`src/rtl/core/cdll_pkg.sv`:
```
// ----------------------------------------------------------------------------
// cdll_pkg
// Shared types and codes for the cursor linked list core.
// ----------------------------------------------------------------------------
package cdll_pkg;

  localparam logic [2:0] KIND_INS_BEFORE = 3'd0;
  localparam logic [2:0] KIND_INS_AFTER  = 3'd1;
  localparam logic [2:0] KIND_DELETE     = 3'd2;
  localparam logic [2:0] KIND_FIRST      = 3'd3;
  localparam logic [2:0] KIND_LAST       = 3'd4;
  localparam logic [2:0] KIND_MOVE       = 3'd5;
  localparam logic [2:0] KIND_SEARCH     = 3'd6;
  localparam logic [2:0] KIND_CLEAR      = 3'd7;

  localparam logic [2:0] ST_OK       = 3'd0;
  localparam logic [2:0] ST_EMPTY    = 3'd1;
  localparam logic [2:0] ST_FULL     = 3'd2;
  localparam logic [2:0] ST_END      = 3'd3;
  localparam logic [2:0] ST_NOTFOUND = 3'd4;

  // Datapath commands issued by the controller.
  typedef enum logic [3:0] {
    CMD_NONE      = 4'd0,
    CMD_LATCH     = 4'd1,  // capture item, start reads at the cursor
    CMD_ALLOC     = 4'd2,  // take a node, write it, read cursor links
    CMD_LINK      = 4'd3,  // fix neighbor links for insert
    CMD_DEL       = 4'd4,  // unlink cursor node using read links
    CMD_JUMP      = 4'd5,  // cursor to head or tail
    CMD_WALK_RD   = 4'd6,  // issue read at the walk pointer
    CMD_WALK_STEP = 4'd7,  // consume read data of the walk
    CMD_CLEAR     = 4'd8,
    CMD_RD_CUR    = 4'd9,  // read value at the cursor for the result
    CMD_RESULT    = 4'd10
  } cmd_t;

  typedef struct packed {
    cmd_t       cmd;
  } dp_ctrl_t;

  typedef struct packed {
    logic       cursor_null;  // cursor invalid
    logic       pool_full;
    logic       walk_done;    // move or search finished
  } dp_stat_t;

endpackage

```
`src/rtl/core/cdll_ctrl.sv`:
```
// ----------------------------------------------------------------------------
// cdll_ctrl
// Sequencer that steps the datapath through one operation per item.
// ----------------------------------------------------------------------------
module cdll_ctrl
  import cdll_pkg::*;
(
  input  logic       clk,
  input  logic       rst_n,
  input  logic       in_valid,
  input  logic [2:0] in_kind,
  output logic       in_stall,
  output logic       out_valid,
  input  logic       out_stall,
  output dp_ctrl_t   ctrl,
  input  dp_stat_t   stat
);

  typedef enum logic [8:0] {
    S_IDLE  = 9'b000000001,
    S_DISP  = 9'b000000010,
    S_ALLOC = 9'b000000100,
    S_LINK  = 9'b000001000,
    S_WRD   = 9'b000010000,
    S_WSTEP = 9'b000100000,
    S_RDCUR = 9'b001000000,
    S_RES   = 9'b010000000,
    S_OUT   = 9'b100000000
  } state_t;

  state_t     state_r, state_nxt;
  logic [2:0] kind_r, kind_nxt;

  assign in_stall  = (state_r != S_IDLE);
  assign out_valid = (state_r == S_OUT);

  always_ff @(posedge clk) begin
    if (!rst_n) begin
      state_r <= S_IDLE;
      kind_r  <= KIND_INS_BEFORE;
    end else begin
      state_r <= state_nxt;
      kind_r  <= kind_nxt;
    end
  end

  always_comb begin
    state_nxt = state_r;
    kind_nxt  = kind_r;
    ctrl.cmd  = CMD_NONE;
    unique case (state_r)
      S_IDLE: begin
        if (in_valid) begin
          ctrl.cmd  = CMD_LATCH;
          kind_nxt  = in_kind;
          state_nxt = S_DISP;
        end
      end
      S_DISP: begin
        case (kind_r)
          KIND_INS_BEFORE, KIND_INS_AFTER: begin
            if (stat.pool_full) state_nxt = S_RDCUR;
            else begin
              ctrl.cmd  = CMD_ALLOC;
              state_nxt = S_LINK;
            end
          end
          KIND_DELETE: begin
            if (!stat.cursor_null) ctrl.cmd = CMD_DEL;
            state_nxt = S_RDCUR;
          end
          KIND_FIRST, KIND_LAST: begin
            ctrl.cmd  = CMD_JUMP;
            state_nxt = S_RDCUR;
          end
          KIND_MOVE, KIND_SEARCH: begin
            state_nxt = stat.walk_done ? S_RDCUR : S_WSTEP;
            if (!stat.walk_done) ctrl.cmd = CMD_WALK_RD;
          end
          default: begin
            ctrl.cmd  = CMD_CLEAR;
            state_nxt = S_RDCUR;
          end
        endcase
      end
      S_LINK: begin
        ctrl.cmd  = CMD_LINK;
        state_nxt = S_RDCUR;
      end
      S_WRD: begin
        if (stat.walk_done) state_nxt = S_RDCUR;
        else begin
          ctrl.cmd  = CMD_WALK_RD;
          state_nxt = S_WSTEP;
        end
      end
      S_WSTEP: begin
        ctrl.cmd  = CMD_WALK_STEP;
        state_nxt = S_WRD;
      end
      S_ALLOC: state_nxt = S_LINK;
      S_RDCUR: begin
        ctrl.cmd  = CMD_RD_CUR;
        state_nxt = S_RES;
      end
      S_RES: begin
        ctrl.cmd  = CMD_RESULT;
        state_nxt = S_OUT;
      end
      S_OUT: begin
        if (!out_stall) state_nxt = S_IDLE;
      end
      default: state_nxt = S_IDLE;
    endcase
  end

endmodule

```
`config.mk`:
```
export PLATFORM = sky130hd
export DESIGN_NAME = cdll_ctrl
export DESIGN_NICKNAME = d
export VERILOG_FILES = /design/src/rtl/core/cdll_pkg.sv /design/src/rtl/core/cdll_ctrl.sv
export SDC_FILE = /design/constraint.sdc
export NUM_CORES = 1
export LEC_CHECK = 0
export ABC_AREA = 1
export BUFFER_PORTS_ARGS = -buffer_cell sky130_fd_sc_hd__buf_2
export CORE_UTILIZATION = 54
export CTS_BUF_LIST = sky130_fd_sc_hd__clkbuf_4 sky130_fd_sc_hd__clkbuf_8
export DETAILED_ROUTE_END_ITERATION = 12
export PLACE_DENSITY = 0.8
export SLEW_MARGIN = 20
export SYNTH_ARGS = -nofsm -noshare
export SYNTH_HDL_FRONTEND = slang
export SYNTH_SLANG_ARGS = --single-unit
export TNS_END_PERCENT = 5
```
`constraint.sdc`:
```
create_clock -name clk -period 1.3 [get_ports clk]
set_clock_uncertainty 0.1 [all_clocks]
set_input_delay 0.13 -clock clk [delete_from_list [all_inputs] [get_ports clk]]
set_output_delay 0.13 -clock clk [all_outputs]
set_load 0.01 [all_outputs]
```
==> results.md <==
- Status: finished with violations
- Failing checks: setup timing
- Fill cells: 58
- Most instantiated library cell after synthesis: nand2_1
- Setup violators final: 10
- Synth top area cells: dfxtp_1 (31%), nand2_1 (13%), nor2_1 (10%), inv_1 (8.4%), nand3_1 (4.9%)
- Worst path arrival time: 1.48 ns
- Synth cell count leaders: nand2_1 (25), nor2_1 (19), inv_1 (16)
- EDFF count, synth: 0
- Initial Util: 0.610
- Sequential share of the synthesized area: 0.308
- Placer Congestion: 0.835
- Via density: 6.03
- Final ANT Viol Nets: 0
- Via count: 941
- Warnings, synthesis: 0
- Worst Path Required: 1.07 ns
- Tcrit/Tclk final: 1.31
- #FFs+latches synth: 11
- DP Cell Count: 144
- Final Max Tran Viols: 0
- Iter 0 DRT Violations: 74
- Gr usage total: 0.320
- Pwr dens: 916 nW/um^2
- Max-Cap Viols: 0
- TritonCTS buffer count: 3
- CTS sink count: 11
- Synth Instances: 112
- Total Wirelength: 2740 um
- Wirelength per Cell: 17.6 um
- Post-route DRC: 0
- Max Fclk: 586 MHz
- DIE AREA: 1470 um^2
- Hold/Removal Path Class: in -> reg
- Mapped Area: 714 um^2
- Vias in the first global route: 785
- Global-route wire length before repair: 3170 um
- CTS tree: yes
- Clock Tree Buf Depth: 2
- Area Growth Syn to Fin: 45.4%
- Final setup margin: -0.407 ns
- Core ar.: 1170 um^2
- H-tree depth: 1
- Syn_area_per_cell: 6.38 um^2
- Post-synth ARST share: 0
- Initial antenna violation count: 0
- CP Max Fanout: 3
- Slew Limit Headroom: 0.811
- Tmin final: 1.71 ns
- Critical path startpoint category: register
- Largest net degree at the start of global routing: 7
- Synth unique cells: 22
- Post-layout nets: 153
- DP HPWL: 1210 um
- Number of I/O port buffers: 15
- Slew @ Worst Pin: 0.279 ns
- Hold Vio Cnt, Final: 0
- Worst Setup Path Type: reg -> out
- Clock-pin slew on the worst setup and hold paths: 0.08 ns
- Non-Filler Instances: 156
- Synth area leader: dfxtp_1
- Syn_nets: 122
- Die width: 38.4 um
- Ant. Diodes: 0
- Worst IR Drop VDD: 0.000638 V
- # IOs: 16
- Root Buffer: clkbuf_4
- Endpoint class of the critical path: output pin
- Die Y: 38.4 um
- Latest clock arrival within the worst-skew pair: 0.28 ns
- Share of layout cells above drive strength 1: 0.528
- Pleak: 0.530 nW
- DR pass1 iterations: 6
- Prevailing post-synth register cell: dfxtp_1
- Top cell type's share of synthesized area: 0.308
- Unrepaired setup endpoints after global routing: true
- Hold Slack: 0.0302 ns
- Grt ovf: 0
- Number of cell rows: 12
[worst max-delay path, stage by stage (launching register included)]
cell     delay [ns]
dfxtp_2        0.35
nor2_4         0.16
nand4_1        0.26
nand2_1        0.16
nor2_1         0.05
o21ai_1        0.08
buf_2          0.15
[through the flow]
step | TNS, ns | instance area [um^2] | setup WS, ns | util | power [mW]
after global placement | -0.0281 | 830 | -0.0236 | 0.708 | 0.566
final | -2.35 | 1040 | -0.407 | 0.887 | 0.952
after detailed placement | -0.0470 | 830 | -0.0230 | 0.708 | 0.570
after CTS | -1.25 | 986 | -0.261 | 0.842 | 0.875
after global routing | -2.72 | 1040 | -0.398 | 0.887 | 0.982
after floorplan | 0 | 714 | 0.0973 | - | 0.512
[sequential cells by signal, indices dropped and copies added (netlist names)]
register / cells
kind_r: 3
state_r: 8
[repair_timing]
action,CTS,global route
cloned,0,0
hold buffers,2,0
buffers inserted,5,1
setup endpoints to repair,6,12
resized for setup,28,16
pin swaps,7,8
hold endpoints to repair,2,0
[cell type report]
cell class / instances / area [um^2] / area share
clock buffer: 4 / 30.0 / 0.0289
timing repair buffer: 26 / 176 / 0.170
multi-input combinational: 81 / 495 / 0.477
sequential: 11 / 236 / 0.228
tap: 14 / 17.5 / 0.0169
inverter: 20 / 82.6 / 0.0795
[cells in the final DEF, fill, tap and decap left out, types with 4 or more instances in the layout]
cell | netlist | routed
nand3_1 | 7 | 7
nor2_4 | 2 | 6
dfxtp_2 | 0 | 10
nand2_2 | 2 | 9
inv_1 | 16 | 12
nor2_1 | 19 | 17
nand2_1 | 25 | 17
inv_2 | 2 | 5
buf_2 | 0 | 14
buf_4 | 0 | 7
clkbuf_4 | 0 | 4
[logic make-up (layout without fill, tap and decap cells)]
| family | count (synthesis) | count (layout) | share of synthesized area |
|---|---|---|---|
| flip-flops | 11 | 11 | 0.308 |
| AO/OA/AOI/OAI | 12 | 12 | 0.0946 |
| AND/OR/NAND/NOR | 69 | 69 | 0.489 |
| buffers and inverters | 20 | 50 | 0.109 |
[metal layers]
| layer | routed length, um | global-route usage | vias to the layer above |
|---|---|---|---|
| met5 | 0 | 0 | - |
| met4 | 274 | 0.224 | 0 |
| met3 | 247 | 0.0465 | 35 |
| met2 | 1290 | 0.593 | 74 |
| met1 | 929 | 0.319 | 417 |
| li1 | - | - | 415 |
[path summary, 6_finish.rpt]
check | startpoint | end | slack (ns) | cells after the start
worst max-delay path | state_r[6] | ctrl[0] | -0.41 | 6
worst min-delay path | stat[1] | state_r[3] | 0.03 | 3
worst max register to register | state_r[3] | state_r[0] | -0.20 | 9
worst min register to register | kind_r[0] | kind_r[0] | 0.46 | 2
[power breakdown]
group	switching [mW]	internal (mW)
clock	0.131	0.140
sequential	0.0324	0.360
combinational	0.162	0.126
No activity file was read; power rests on OpenSTA's default activity.
